[config.mk]
export PLATFORM = sky130hd
export DESIGN_NAME = first_fit_pool_bump_allocator_top
export DESIGN_NICKNAME = d
export VERILOG_FILES = /design/src/ffpa_pkg.sv /design/src/ffpa_pool_mem.sv /design/src/ffpa_fit_unit.sv /design/src/first_fit_pool_bump_allocator_top.sv
export SDC_FILE = /design/constraint.sdc
export NUM_CORES = 1
export LEC_CHECK = 0
export BUFFER_PORTS_ARGS = -buffer_cell sky130_fd_sc_hd__clkbuf_2
export CORE_UTILIZATION = 50
export CTS_CLUSTER_DIAMETER = 60
export DETAILED_ROUTE_END_ITERATION = 8
export GPL_ROUTABILITY_DRIVEN = 0
export PLACE_DENSITY_LB_ADDON = 0.12
export SETUP_SLACK_MARGIN = 0.02
export SYNTH_ARGS = -nofsm -noshare
export SYNTH_HDL_FRONTEND = slang
export SYNTH_HIERARCHICAL = 1
export SYNTH_SLANG_ARGS = --single-unit
[constraint.sdc]
create_clock -name clk -period 9.1 [get_ports clk]
set_input_delay 1.365 -clock clk [delete_from_list [all_inputs] [get_ports clk]]
set_output_delay 1.365 -clock clk [all_outputs]
set_load 0.02 [all_outputs]
[src/ffpa_pkg.sv]
// Shared types and constants for the first-fit pool bump allocator.
`timescale 1ns / 1ps

package ffpa_pkg;

  // Fixed field widths of the request and result transactions
  localparam int unsigned REQ_W     = 20;
  localparam int unsigned IDX_OUT_W = 4;
  localparam int unsigned OFF_OUT_W = 15;

  // Command codes
  localparam logic CMD_ALLOC   = 1'b0;
  localparam logic CMD_RELEASE = 1'b1;

  // Status codes
  localparam logic STATUS_OK           = 1'b0;
  localparam logic STATUS_OUT_OF_POOLS = 1'b1;

  // Sequencer states
  typedef enum logic [1:0] {
    ST_IDLE = 2'b01,
    ST_SCAN = 2'b10
  } state_t;

endpackage

[src/ffpa_pool_mem.sv]
// Pool table memory: one write port, one registered read port.
`timescale 1ns / 1ps

module ffpa_pool_mem #(
  parameter int unsigned DEPTH  = 16,
  parameter int unsigned ADDR_W = 4,
  parameter int unsigned DATA_W = 16
) (
  input  logic              clk,
  input  logic              we,
  input  logic [ADDR_W-1:0] waddr,
  input  logic [DATA_W-1:0] wdata,
  input  logic [ADDR_W-1:0] raddr,
  output logic [DATA_W-1:0] rdata
);

  logic [DATA_W-1:0] mem_r [DEPTH];
  logic [DATA_W-1:0] rdata_r;

  always_ff @(posedge clk) begin
    if (we) begin
      mem_r[waddr] <= wdata;
    end
    rdata_r <= mem_r[raddr];
  end

  assign rdata = rdata_r;

endmodule

[src/ffpa_fit_unit.sv]
// Shared fit check and bump adder applied to one pool entry per cycle.
`timescale 1ns / 1ps

module ffpa_fit_unit #(
  parameter int unsigned POOL_BYTES = 16384,
  parameter int unsigned FILL_W     = 15
) (
  input  logic [ffpa_pkg::REQ_W-1:0] req,
  input  logic [FILL_W-1:0]          fill,
  input  logic                       oversized,
  output logic                       fits,
  output logic [FILL_W-1:0]          bumped
);

  logic [FILL_W-1:0] free_bytes;

  // Dedicated pools count as full, even for a zero-byte request
  assign free_bytes = FILL_W'(POOL_BYTES) - fill;
  assign fits       = !oversized && (req <= ffpa_pkg::REQ_W'(free_bytes));
  assign bumped     = fill + req[FILL_W-1:0];

endmodule

[src/first_fit_pool_bump_allocator_top.sv]
// Top level of the first-fit pool bump allocator.
`timescale 1ns / 1ps

// A request is taken when start is high and busy is low. Release-all, a
// request larger than POOL_BYTES, and any request while no pool is open
// are decided in the cycle in which they are taken. Any other allocation
// scans the open pools in order, one pool table read per cycle through the
// registered read port, checking each entry as its read returns.
// Each transaction yields exactly one result, shown on the out_ ports for
// one cycle with out_strobe high, in the cycle after the decision; the
// receiver cannot stall, so it must sample whenever out_strobe is high.
// Reset and release-all leave every pool unused; no clearing pass is needed
// since a pool entry is always written when its pool opens.
module first_fit_pool_bump_allocator_top #(
  parameter int unsigned POOL_BYTES = 16384,
  parameter int unsigned NUM_POOLS  = 16
) (
  input  logic                               clk,
  input  logic                               rst_n,
  input  logic                               start,
  output logic                               busy,
  input  logic                               in_cmd,
  input  logic [ffpa_pkg::REQ_W-1:0]         in_req_bytes,
  output logic                               out_strobe,
  output logic [ffpa_pkg::IDX_OUT_W-1:0]     out_pool_index,
  output logic [ffpa_pkg::OFF_OUT_W-1:0]     out_byte_offset,
  output logic                               out_dedicated,
  output logic                               out_status
);

  localparam int unsigned FILL_W = $clog2(POOL_BYTES + 1);
  localparam int unsigned IDX_W  = (NUM_POOLS > 1) ? $clog2(NUM_POOLS) : 1;
  localparam int unsigned CNT_W  = $clog2(NUM_POOLS + 1);
  localparam int unsigned MEM_W  = FILL_W + 1;

  ffpa_pkg::state_t state_r, state_nxt;

  logic [ffpa_pkg::REQ_W-1:0] req_r, req_nxt;
  logic [CNT_W-1:0]           pools_open_r, pools_open_nxt;
  logic [CNT_W-1:0]           scan_idx_r, scan_idx_nxt;
  logic [CNT_W-1:0]           chk_idx_r, chk_idx_nxt;
  logic                       chk_vld_r, chk_vld_nxt;

  logic                           out_strobe_r;
  logic [ffpa_pkg::IDX_OUT_W-1:0] out_pool_index_r;
  logic [ffpa_pkg::OFF_OUT_W-1:0] out_byte_offset_r;
  logic                           out_dedicated_r;
  logic                           out_status_r;

  logic              mem_we;
  logic [IDX_W-1:0]  mem_waddr;
  logic [MEM_W-1:0]  mem_wdata;
  logic [IDX_W-1:0]  mem_raddr;
  logic [MEM_W-1:0]  mem_rdata;

  logic [FILL_W-1:0] rd_fill;
  logic              rd_oversized;
  logic              fits;
  logic [FILL_W-1:0] bumped;

  logic              res_vld;
  logic [CNT_W-1:0]  res_idx;
  logic [FILL_W-1:0] res_off;
  logic              res_ded;
  logic              res_status;
  logic [31:0]       res_idx_ext;
  logic [31:0]       res_off_ext;

  logic accept;
  logic all_open;
  logic big_req;
  logic last_chk;

  ffpa_pool_mem #(
    .DEPTH  (NUM_POOLS),
    .ADDR_W (IDX_W),
    .DATA_W (MEM_W)
  ) u_pool_mem (
    .clk   (clk),
    .we    (mem_we),
    .waddr (mem_waddr),
    .wdata (mem_wdata),
    .raddr (mem_raddr),
    .rdata (mem_rdata)
  );

  assign rd_fill      = mem_rdata[FILL_W-1:0];
  assign rd_oversized = mem_rdata[FILL_W];

  ffpa_fit_unit #(
    .POOL_BYTES (POOL_BYTES),
    .FILL_W     (FILL_W)
  ) u_fit_unit (
    .req       (req_r),
    .fill      (rd_fill),
    .oversized (rd_oversized),
    .fits      (fits),
    .bumped    (bumped)
  );

  assign busy     = (state_r != ffpa_pkg::ST_IDLE);
  assign accept   = start && !busy;
  assign all_open = (pools_open_r == CNT_W'(NUM_POOLS));
  assign big_req  = (in_req_bytes > ffpa_pkg::REQ_W'(POOL_BYTES));
  assign last_chk = (CNT_W'(chk_idx_r + 1'b1) == pools_open_r);

  always_comb begin
    state_nxt      = state_r;
    req_nxt        = req_r;
    pools_open_nxt = pools_open_r;
    scan_idx_nxt   = scan_idx_r;
    chk_idx_nxt    = chk_idx_r;
    chk_vld_nxt    = chk_vld_r;
    mem_we         = 1'b0;
    mem_waddr      = pools_open_r[IDX_W-1:0];
    mem_wdata      = '0;
    mem_raddr      = scan_idx_r[IDX_W-1:0];
    res_vld        = 1'b0;
    res_idx        = '0;
    res_off        = '0;
    res_ded        = 1'b0;
    res_status     = ffpa_pkg::STATUS_OK;

    case (state_r)
      ffpa_pkg::ST_IDLE: begin
        if (accept) begin
          res_vld = 1'b1;
          if (in_cmd == ffpa_pkg::CMD_RELEASE) begin
            pools_open_nxt = '0;
          end else if (big_req) begin
            if (all_open) begin
              res_status = ffpa_pkg::STATUS_OUT_OF_POOLS;
            end else begin
              // Open a dedicated pool and mark it full
              mem_we         = 1'b1;
              mem_wdata      = {1'b1, FILL_W'(POOL_BYTES)};
              pools_open_nxt = CNT_W'(pools_open_r + 1'b1);
              res_idx        = pools_open_r;
              res_ded        = 1'b1;
            end
          end else if (pools_open_r == '0) begin
            mem_we         = 1'b1;
            mem_wdata      = {1'b0, in_req_bytes[FILL_W-1:0]};
            pools_open_nxt = CNT_W'(1);
          end else begin
            res_vld      = 1'b0;
            req_nxt      = in_req_bytes;
            scan_idx_nxt = '0;
            chk_vld_nxt  = 1'b0;
            state_nxt    = ffpa_pkg::ST_SCAN;
          end
        end
      end

      ffpa_pkg::ST_SCAN: begin
        // Issue the next read while checking the entry read last cycle
        scan_idx_nxt = CNT_W'(scan_idx_r + 1'b1);
        chk_idx_nxt  = scan_idx_r;
        chk_vld_nxt  = (scan_idx_r < pools_open_r);
        if (chk_vld_r) begin
          if (fits) begin
            mem_we    = 1'b1;
            mem_waddr = chk_idx_r[IDX_W-1:0];
            mem_wdata = {1'b0, bumped};
            res_vld   = 1'b1;
            res_idx   = chk_idx_r;
            res_off   = rd_fill;
            state_nxt = ffpa_pkg::ST_IDLE;
          end else if (last_chk) begin
            res_vld   = 1'b1;
            state_nxt = ffpa_pkg::ST_IDLE;
            if (all_open) begin
              res_status = ffpa_pkg::STATUS_OUT_OF_POOLS;
            end else begin
              mem_we         = 1'b1;
              mem_wdata      = {1'b0, req_r[FILL_W-1:0]};
              pools_open_nxt = CNT_W'(pools_open_r + 1'b1);
              res_idx        = pools_open_r;
            end
          end
        end
      end

      default: begin
        state_nxt = ffpa_pkg::ST_IDLE;
      end
    endcase
  end

  assign res_idx_ext = 32'(res_idx);
  assign res_off_ext = 32'(res_off);

  always_ff @(posedge clk) begin
    if (!rst_n) begin
      state_r      <= ffpa_pkg::ST_IDLE;
      pools_open_r <= '0;
      chk_vld_r    <= 1'b0;
      out_strobe_r <= 1'b0;
    end else begin
      state_r      <= state_nxt;
      pools_open_r <= pools_open_nxt;
      chk_vld_r    <= chk_vld_nxt;
      out_strobe_r <= res_vld;
    end
  end

  always_ff @(posedge clk) begin
    req_r      <= req_nxt;
    scan_idx_r <= scan_idx_nxt;
    chk_idx_r  <= chk_idx_nxt;
    if (res_vld) begin
      out_pool_index_r  <= res_idx_ext[ffpa_pkg::IDX_OUT_W-1:0];
      out_byte_offset_r <= res_off_ext[ffpa_pkg::OFF_OUT_W-1:0];
      out_dedicated_r   <= res_ded;
      out_status_r      <= res_status;
    end
  end

  assign out_strobe      = out_strobe_r;
  assign out_pool_index  = out_pool_index_r;
  assign out_byte_offset = out_byte_offset_r;
  assign out_dedicated   = out_dedicated_r;
  assign out_status      = out_status_r;

endmodule
# ---- Word level (Yosys, flattened, before mapping)
# Memories as Yosys holds them, arrays and structs flattened. A register that Yosys moved wholly into a read port is not among the register bits.
# Index checks and enable logic that the tools add are counted.
dict set report word_totals {
  out_inout_bits 23
  romBits 0
  memories 1
  inputBits 24
  register_bits 60
  ramBits 256
  elab_cells 125
  latch_bits 0
}
dict set report classes {
  bitwise_logic 5
  muxes 74
  div 0
  magnitude_cmp 3
  add_sub_neg 5
  mul 0
  shift 0
  eq_ne 14
  n_reduce_logical 12
}
# memory depth width rd rd_clocked_by_memory_dff wr line_no
set mem_list {}
lappend mem_list {u_pool_mem.mem_r 16 16 1 1 1 ffpa_pool_mem.sv:17} ;# logic [DATA_W-1:0] mem_r [DEPTH];
# cell count
set ops {}
lappend ops {{$mux 15} 5}
lappend ops {{$mux 16} 4}
lappend ops {{$mux 5} 12}
lappend ops {{$mux 4} 10}
lappend ops {{$pmux 16 s2} 1}
lappend ops {{$mux 1} 27}
lappend ops {{$gt 20x15->1 const B} 1}
lappend ops {{$le 20x15->1} 1}
lappend ops {{$pmux 5 s2} 2}
lappend ops {{$add 15x15->15} 1}
lappend ops {{$add 5x1->5 const B} 3}
lappend ops {{$sub 15x15->15 const A} 1}
lappend ops {{$mux 2} 7}
lappend ops {{$ne 2x2->1 const B} 7}
lappend ops {{$reduce_and 6->1} 2}
lappend ops {{$reduce_and 5->1} 2}
lappend ops {{$pmux 1 s2} 4}
lappend ops {{$pmux 4 s2} 1}
lappend ops {{$eq 5x5->1} 1}
lappend ops {{$eq 5x5->1 const B} 1}
lappend ops {{$logic_not 5->1} 1}
lappend ops {{$lt 5x5->1} 1}
lappend ops {{$not 1->1} 5}
lappend ops {{$ne 4x4->1 const B} 1}
lappend ops {{10 further kinds} 12}

# ---- Longest topological paths before layout
# Gate-level depths: netlist of run 1.
dict set report depth {
  ltp_word 8
  mapped_depth 20
  ltp_nobuf 19
}

# ---- Cells and area by module
# Netlist of run 1, hierarchy kept.
# mod cells_each seq_area_each_um2 instances area_per_inst_um2
set by_module_without_submodules {}
lappend by_module_without_submodules {ffpa_pool_mem 432 8007.7 1 10042.1}
lappend by_module_without_submodules {first_fit_pool_bump_allocator_top 280 1711.6 1 3089.2}
lappend by_module_without_submodules {ffpa_fit_unit 175 0.0 1 1308.8}

# ---- Least setup slack after synthesis of run 1
# Ideal clock, no wire load.
dict set report synth_timing {
  path_kind {reg2reg}
  startpoint {register u_pool_mem.rdata_r[1] (netlist: u_pool_mem/rdata[1]), read port of u_pool_mem.mem_r}
  endpoint {memory u_pool_mem.mem_r[0][0] (enable)}
  required_time_ns 8.691
  path_stages_with_launch 19
  setup_ns 0.409
  n_path_buf 1
  t_arrival_ns 5.543
  path_slack_ns 3.148
  period_less_slack_ns 5.952
  path_cell_list {dfxtp_1 -> inv_1 -> ha_1 -> or4b_4 -> nor2_4 -> nand3b_4 -> nor3_2 -> xnor2_1 -> ha_1 -> nand3_1 -> or4_1 -> nor2_1 -> o21a_1 -> inv_1 -> nor3_1 -> clkbuf_1 -> a21o_1 -> or3b_2 -> nor3_1}
}
dict set report synth_between {
  elab_chain_len 8
  word_cells_on_any_way 11
  classes_between {add/sub (1); order compare (1); mux (8); reduce/logical (1)}
}
# element line_no
set synth_lines {}
lappend synth_lines {{from (decl)} ffpa_pool_mem.sv:18} ;# logic [DATA_W-1:0] rdata_r;
lappend synth_lines {{$sub 15x15->15} ffpa_fit_unit.sv:18} ;# assign free_bytes = FILL_W'(POOL_BYTES) - fill;
lappend synth_lines {{$le 20x15->1} ffpa_fit_unit.sv:19} ;# assign fits = !oversized && (req <= ffpa_pkg::REQ_W'(free_bytes));
lappend synth_lines {{$logic_and 1x1->1} ffpa_fit_unit.sv:19}
lappend synth_lines {{named net fits} first_fit_pool_bump_allocator_top.sv:58} ;# logic fits;
lappend synth_lines {{$mux 1} first_fit_pool_bump_allocator_top.sv:161} ;# if (fits) begin
lappend synth_lines {{$mux 1} first_fit_pool_bump_allocator_top.sv:160} ;# if (chk_vld_r) begin
lappend synth_lines {{$pmux 1 s2} first_fit_pool_bump_allocator_top.sv:124} ;# case (state_r)
lappend synth_lines {{named net mem_we} first_fit_pool_bump_allocator_top.sv:50} ;# logic mem_we;
lappend synth_lines {{$mux 1} ffpa_pool_mem.sv:21} ;# if (we) begin
lappend synth_lines {{$mux 1 (not written as such)} ffpa_pool_mem.sv:22} ;# mem_r[waddr] <= wdata;
lappend synth_lines {{to (decl)} ffpa_pool_mem.sv:17}
# The timed path passes the listed nets, and every way through them passes these cells.

# ---- Final worst setup path of run 1
dict set report layout_timing {
  startpoint {register u_pool_mem.rdata_r[1] (netlist: u_pool_mem/rdata[1]), read port of u_pool_mem.mem_r}
  endpoint {memory u_pool_mem.mem_r[7][10] (enable)}
}
dict set report layout_between {
  word_cells_on_any_way 11
  classes_between {add/sub (1); order compare (1); mux (8); reduce/logical (1)}
}
# element line_no
set layout_rtl {}
lappend layout_rtl {{$sub 15x15->15} ffpa_fit_unit.sv:18}
lappend layout_rtl {{$le 20x15->1} ffpa_fit_unit.sv:19}
lappend layout_rtl {{$logic_and 1x1->1} ffpa_fit_unit.sv:19}
lappend layout_rtl {{named net fits} first_fit_pool_bump_allocator_top.sv:58}
lappend layout_rtl {{$mux 4} first_fit_pool_bump_allocator_top.sv:161}
lappend layout_rtl {{$mux 4} first_fit_pool_bump_allocator_top.sv:160}
lappend layout_rtl {{$mux 4} first_fit_pool_bump_allocator_top.sv:124}
lappend layout_rtl {{named net mem_waddr[1]} first_fit_pool_bump_allocator_top.sv:51} ;# logic [IDX_W-1:0] mem_waddr;
# The timed path passes the listed nets, and every way through them passes these cells.

==> results of run 1 <==
-- cell usage after synthesis, drive strengths merged, types with 4 or more instances --
cell,count
edfxtp,307
nand2,79
mux4,64
a22oi,46
ha,41
nor2,37
a21oi,29
inv,26
dfxtp,25
o21ai,22
and2,18
buf,18
xnor2,18
nand3,17
xor2,15
clkbuf,14
nor3,13
a21o,12
nand2b,7
nand4,7
nor4,6
nand3b,4
nor2b,4
or3,4
-- through the flow --
step | setup WS (ps) | cell area [um2] | total power, mW
after floorplan | 3150 | 14400 | 1.75
after global placement | 3120 | 15100 | 1.77
after detailed placement | 2940 | 15100 | 1.77
after CTS | 2920 | 16300 | 3.24
after global routing | 2470 | 16300 | 3.30
final | 2870 | 16300 | 3.21
-- power breakdown --
part	switching [mW]	total (mW)	internal, mW
clock network	0.584	1.47	0.886
registers	0.00790	1.67	1.66
logic	0.0466	0.0744	0.0278
total	0.638	3.21	2.57
-- worst max-delay path, cell delays in order, from the launching register on --
cell and delay, ps:
dfxtp_1 340, inv_1 100, ha_1 210, or4b_4 520
nor2_4 150, nand3b_4 110, nor3_2 200, xnor2_1 90
ha_1 300, nand3_1 110, or4_1 560, nor2_1 120
o21a_1 290, inv_1 170, nor2_1 390, buf_4 300
nand2_1 90, o21ai_0 420, nand2_1 400, nor2_2 950
-- layer usage --
metal | track usage, % | part of all wire [%] | vias up
met5 | 0 | 0 | -
met4 | 6.85 | 2.5 | 0
met3 | 2.95 | 4.6 | 48
met2 | 35.3 | 47 | 262
met1 | 31.5 | 46 | 4090
li1 | - | - | 3657
-- cell type report --
type                    count  area, um2  share of cell area (%)
inverters                  26       97.6                   0.598
multi-input cells         497       4500                    27.6
diodes                      1       2.50                  0.0153
clock inverters            23        260                    1.59
clock buffers              40        936                    5.73
flip-flops and latches    332       9720                    59.5
well taps                 378        473                    2.90
repair buffers             60        335                    2.05
-- state kept, by name, indices dropped and copies added (netlist names) --
name	flops
out_status	1
state_r	2
out_pool_index	4
u_pool_mem/rdata	16
out_byte_offset	15
out_strobe	1
out_dedicated	1
u_pool_mem/mem_r	256
req_r	20
scan_idx_r	5
chk_vld_r	1
pools_open_r	5
chk_idx_r	5
-- worst min-delay path by stage --
stage	cells after the start	from	endpoint	slack (ps)
finish	1	state_r[1]$_SDFFE_PN0P_	state_r[1]$_SDFFE_PN0P_	500
global route	1	state_r[1]$_SDFFE_PN0P_	state_r[1]$_SDFFE_PN0P_	530
CTS	1	state_r[1]$_SDFFE_PN0P_	state_r[1]$_SDFFE_PN0P_	500
detailed placement	1	state_r[1]$_SDFFE_PN0P_	state_r[1]$_SDFFE_PN0P_	480
global placement	1	state_r[1]$_SDFFE_PN0P_	state_r[1]$_SDFFE_PN0P_	480
floorplan	1	state_r[1]$_SDFFE_PN0P_	state_r[1]$_SDFFE_PN0P_	470
-- logic make-up after synthesis --
group	after synthesis	share of synthesized area, %
XOR/XNOR	33	2.05
buffers and inverters	58	1.99
adder cells (fa/ha/maj)	42	3.69
multiplexers	67	10.4
AO/OA/AOI/OAI	145	6.97
AND/OR/NAND/NOR	210	7.54
flip-flops	332	67.3
==> impl_metrics.env, run 1 <==
export IMPL_status="finished clean"
export IMPL_r2r_setup_slack_ps=2870
export IMPL_postSynth_asyncResetShare_pct=0
export IMPL_synth_area_um2=14400
export IMPL_synth_area_leader_cell="edfxtp_1"
export IMPL_cts_sinks=332
export IMPL_endpoint="u_pool_mem/mem_r[7][10]$_DFFE_PP_"
export IMPL_post_dp_hpwl_mm=20.4
export IMPL_cellPowerDensity_nw_per_um2=197
export IMPL_cts_tree="done"
export IMPL_cts_buffers=36
export IMPL_ant_nets=0
export IMPL_final_common_cell="edfxtp_1"
export IMPL_pin_count=47
export IMPL_die_area_um2=29600
export IMPL_reg2reg_from="u_pool_mem/rdata[1]$_DFF_P_"
export IMPL_max_cap_viol_count=0
export IMPL_grt_pass1_vias=7985
export IMPL_routed_via_count=8057
export IMPL_cp_startpoint="u_pool_mem/rdata[1]$_DFF_P_"
export IMPL_cts_resized=0
export IMPL_synth_area_leaders="edfxtp_1, mux4_2, ha_1, dfxtp_1, a22oi_1"
export IMPL_die_width_um=172
export IMPL_yosys_warnings=6
export IMPL_fill_cells=2225
export IMPL_clock_skew_ps=21.5
export IMPL_cts_hold_buf=0
export IMPL_hold_ws_ps=496
export IMPL_r2r_cells=19
export IMPL_route_detailed_drc=0
export IMPL_initial_core_util_pct=51.4
export IMPL_finalCriticalPeriod_ps=6230
export IMPL_path_max_fanout=19
export IMPL_antenna_found_initial=0
export IMPL_max_freq_ghz=0.161
export IMPL_fin_nets=1019
export IMPL_clk_path_buf_depth=3
export IMPL_worst_pin_slew_ps=1130
export IMPL_viasPerCell=5.94
export IMPL_max_slew_margin_rel_pct=23.6
export IMPL_syn_num_nets=953
export IMPL_path_clk_slew_ps=60
export IMPL_required_ps=9230
export IMPL_grt_max_degree=69
export IMPL_root_buffer="clkbuf_16"
export IMPL_hold_class="register to register"
export IMPL_yosysSeqAreaShare_pct=67.3
export IMPL_postCtsSetupRepairBufs=0
export IMPL_synth_flop_cell="edfxtp_1"
export IMPL_syn_area_per_cell_um2=16.3
export IMPL_synth_cell_types=72
export IMPL_grt_pass1_wl_mm=47.5
export IMPL_post_route_util_pct=58.1
export IMPL_critPathCaptureType="register"
export IMPL_synth_top_cell_area_share_pct=63.8
export IMPL_dp_cells=1293
export IMPL_path_class="register to register"
export IMPL_drtIter0Drc=694
export IMPL_drtPass1Iterations=5
export IMPL_fin_crit_sh_pct=68.4
export IMPL_grt_total_usage_pct=22.0
export IMPL_synth_edf_count=307
export IMPL_rsz0062_at_grt="no"
export IMPL_gr_total_overflow=0
export IMPL_worstPathArrival_ps=6360
export IMPL_fin_setup_tns_ps=0
export IMPL_synth_seq_cells=332
export IMPL_syn2layout_area_growth_pct=13.0
export IMPL_startpoint_type="register"
export IMPL_rows=61
export IMPL_clock_latency_ps=520
export IMPL_finalSetupViolCount=0
export IMPL_synthCells=887
export IMPL_coreArea_um2=28100
export IMPL_r2r_end="u_pool_mem/mem_r[7][10]$_DFFE_PP_"
export IMPL_p_leak_nw=5.48
export IMPL_mostFrequentLayoutCells="edfxtp_1, nand2_1, mux4_2, a22oi_1, clkbuf_2"
export IMPL_routed_wirelength_mm=31.3
export IMPL_die_height_um=172
export IMPL_maxSlewViolCount=0
export IMPL_stdcell_count=1357
export IMPL_post_drt_wl_per_cell_um=23.1
export IMPL_port_buffers=46
export IMPL_peakVddDrop_v=0.000178
export IMPL_drive_gt1_share_pct=21.2
export IMPL_htreeDepth=2
export IMPL_hold_violations=0
(Power assumes the default switching activity.)
==> inputs of run 2 (changes only) <==
- clock period: 9.1 -> 5.7 ns (I/O delays scaled with it)
==> run 2 against run 1 <==
Hold slack improved by 10 ps. Clock power increased by 47%. Count of clock-buffer cells in the layout increased by 6. First-iteration DRC count increased by 1.7%. Clock skew increased by 2.2 ps. Non-clock buffer count increased by 18. Maximum frequency increased by 18%. Critical endpoint is now u_pool_mem/mem_r[7][2]$_DFFE_PP_. Largest cell class unchanged. Largest power group unchanged.
==> impl_metrics.env, run 2 (synthesis gave the netlist of run 1 again) <==
export IMPL_status="finished clean"
export IMPL_clock_latency_ps=520
export IMPL_diodes=0
export IMPL_drtIter0Drc=706
export IMPL_cellPowerDensity_nw_per_um2=302
export IMPL_finalSetupViolCount=0
export IMPL_multi_input_area_um2=4510
export IMPL_path_class="register to register"
export IMPL_viasPerCell=5.85
export IMPL_post_drt_wl_per_cell_um=22.5
export IMPL_worstPathArrival_ps=5490
export IMPL_clk_path_buf_depth=3
export IMPL_finalCriticalPeriod_ps=5290
export IMPL_die_height_um=172
export IMPL_required_ps=5900
export IMPL_coreArea_um2=28100
export IMPL_startpoint_type="register"
export IMPL_cts_tree="done"
export IMPL_fin_crit_sh_pct=92.8
export IMPL_cts_sinks=332
export IMPL_whs_endpoint="state_r[1]$_SDFFE_PN0P_"
export IMPL_fill_cells=2212
export IMPL_r2r_setup_slack_ps=410
export IMPL_max_cap_viol_count=0
export IMPL_post_place_ws_ps=286
export IMPL_fin_nets=1036
export IMPL_root_buffer="clkbuf_16"
export IMPL_path_max_fanout=19
export IMPL_r2r_cells=20
export IMPL_grt_pass1_wl_mm=47.4
export IMPL_mostFrequentLayoutCells="edfxtp_1, nand2_1, mux4_2, a22oi_1, clkbuf_2"
export IMPL_gr_total_overflow=0
export IMPL_antenna_found_initial=0
export IMPL_route_detailed_drc=0
export IMPL_ant_nets=0
export IMPL_path_clk_slew_ps=60
export IMPL_critPathCaptureType="register"
export IMPL_grt_total_usage_pct=21.9
export IMPL_cts_buffers=35
export IMPL_die_area_um2=29600
export IMPL_post_dp_hpwl_mm=20.5
export IMPL_min_delay_start="state_r[1]$_SDFFE_PN0P_"
export IMPL_routed_via_count=8026
export IMPL_rows=61
export IMPL_maxSlewViolCount=0
export IMPL_p_leak_nw=5.51
export IMPL_rsz0062_at_grt="no"
export IMPL_reg2reg_from="u_pool_mem/rdata[1]$_DFF_P_"
export IMPL_syn2layout_area_growth_pct=13.3
export IMPL_drtPass1Iterations=5
export IMPL_max_freq_ghz=0.189
export IMPL_max_slew_margin_rel_pct=17.5
export IMPL_hold_violations=0
export IMPL_htreeDepth=2
export IMPL_setup_ws_ps=408
export IMPL_fin_setup_tns_ps=0
export IMPL_seq_area_um2=9720
export IMPL_clock_skew_ps=23.7
export IMPL_initial_core_util_pct=51.4
export IMPL_peakVddDrop_v=0.000266
export IMPL_routed_wirelength_mm=30.8
export IMPL_regMostFlops="u_pool_mem/mem_r"
export IMPL_worst_pin_slew_ps=1230
export IMPL_grt_pass1_vias=7896
export IMPL_cp_startpoint="u_pool_mem/rdata[1]$_DFF_P_"
export IMPL_r2r_end="u_pool_mem/mem_r[7][2]$_DFFE_PP_"
export IMPL_whs_path_depth=1
export IMPL_hold_class="register to register"
export IMPL_die_width_um=172
export IMPL_drive_gt1_share_pct=22.1
export IMPL_largest_reg_flops=256
export IMPL_grt_max_degree=69
export IMPL_pin_count=47
export IMPL_port_buffers=46
export IMPL_final_common_cell="edfxtp_1"
==> run 2: cell count changes in the layout (fill, tap and decap cells not counted), sizes merged <==
cell      previous run  this run
clkinvlp             2         3
diode                1         0
clkbuf              86        92
inv                 28        27
clkinv              14        10
buf                 14        32
bufinv               5         2
==> run 2: timing repair <==
action	CTS	global route
hold buffers	0	0
buffers inserted	0	0
endpoints found under the hold margin	0	0
endpoints found under the setup margin	0	100
resized for setup	0	1
==> run 2: where the power goes <==
| group | internal [mW] | total (mW) | switching (mW) |
|---|---|---|---|
| clock network | 1.25 | 2.16 | 0.909 |
| registers | 2.65 | 2.66 | 0.0130 |
| logic | 0.0460 | 0.120 | 0.0742 |
| total | 3.94 | 4.94 | 0.997 |
==> run 2: metal layers <==
metal / track usage [%] / up-vias / share of wire (%)
met1: 31.1 / 4047 / 45
met5: 0 / - / 0
met2: 35.3 / 236 / 47
met3: 3.25 / 55 / 5.4
li1: - / 3688 / -
met4: 6.19 / 0 / 2.2
==> run 2: critical path, cell delays in order, from the launching register on <==
cell and delay, ps:
dfxtp_1 340, inv_1 100, ha_1 200, or4b_4 520
nor2_4 140, nand3b_4 110, nor3_2 190, xnor2_1 90
ha_1 300, nand3_1 100, or4_1 550, nor2_1 120
o21a_1 270, inv_1 180, nor2_2 270, buf_4 270
nand2_1 90, o21ai_0 310, nand2_1 360, nor2_2 180
buf_4 290
==> run 2: final cells by class <==
type	count	area share, %
sequential	332	59.4
multi-input combinational	497	27.6
clock buffer	46	5.67
tap	378	2.89
timing repair buffer	78	2.88
clock inverter	16	0.979
inverter	26	0.597
==> run 2: through the flow <==
stage               instances  power [mW]  hold slack, ps  cell area, um2  utilization [%]
floorplan                 887        2.79             466           14400                -
global placement         1311        2.83             488           15300             54.3
detailed placement       1311        2.83             493           15300             54.3
CTS                      1373        4.99             511           16400             58.2
global route             1373        5.09             533           16400             58.2
finish                   1373        4.94             506           16400             58.2
==> run 2: worst max-delay path by stage <==
stage	endpoint	cells after the start
6_report	u_pool_mem/mem_r[7][2]$_DFFE_PP_	20
5_1_grt	u_pool_mem/mem_r[7][3]$_DFFE_PP_	20
4_1_cts	u_pool_mem/mem_r[7][2]$_DFFE_PP_	20
3_5_place_dp	u_pool_mem/mem_r[7][7]$_DFFE_PP_	20
3_3_place_gp	u_pool_mem/mem_r[7][7]$_DFFE_PP_	20
2_1_floorplan	u_pool_mem/mem_r[12][0]$_DFFE_PP_	18
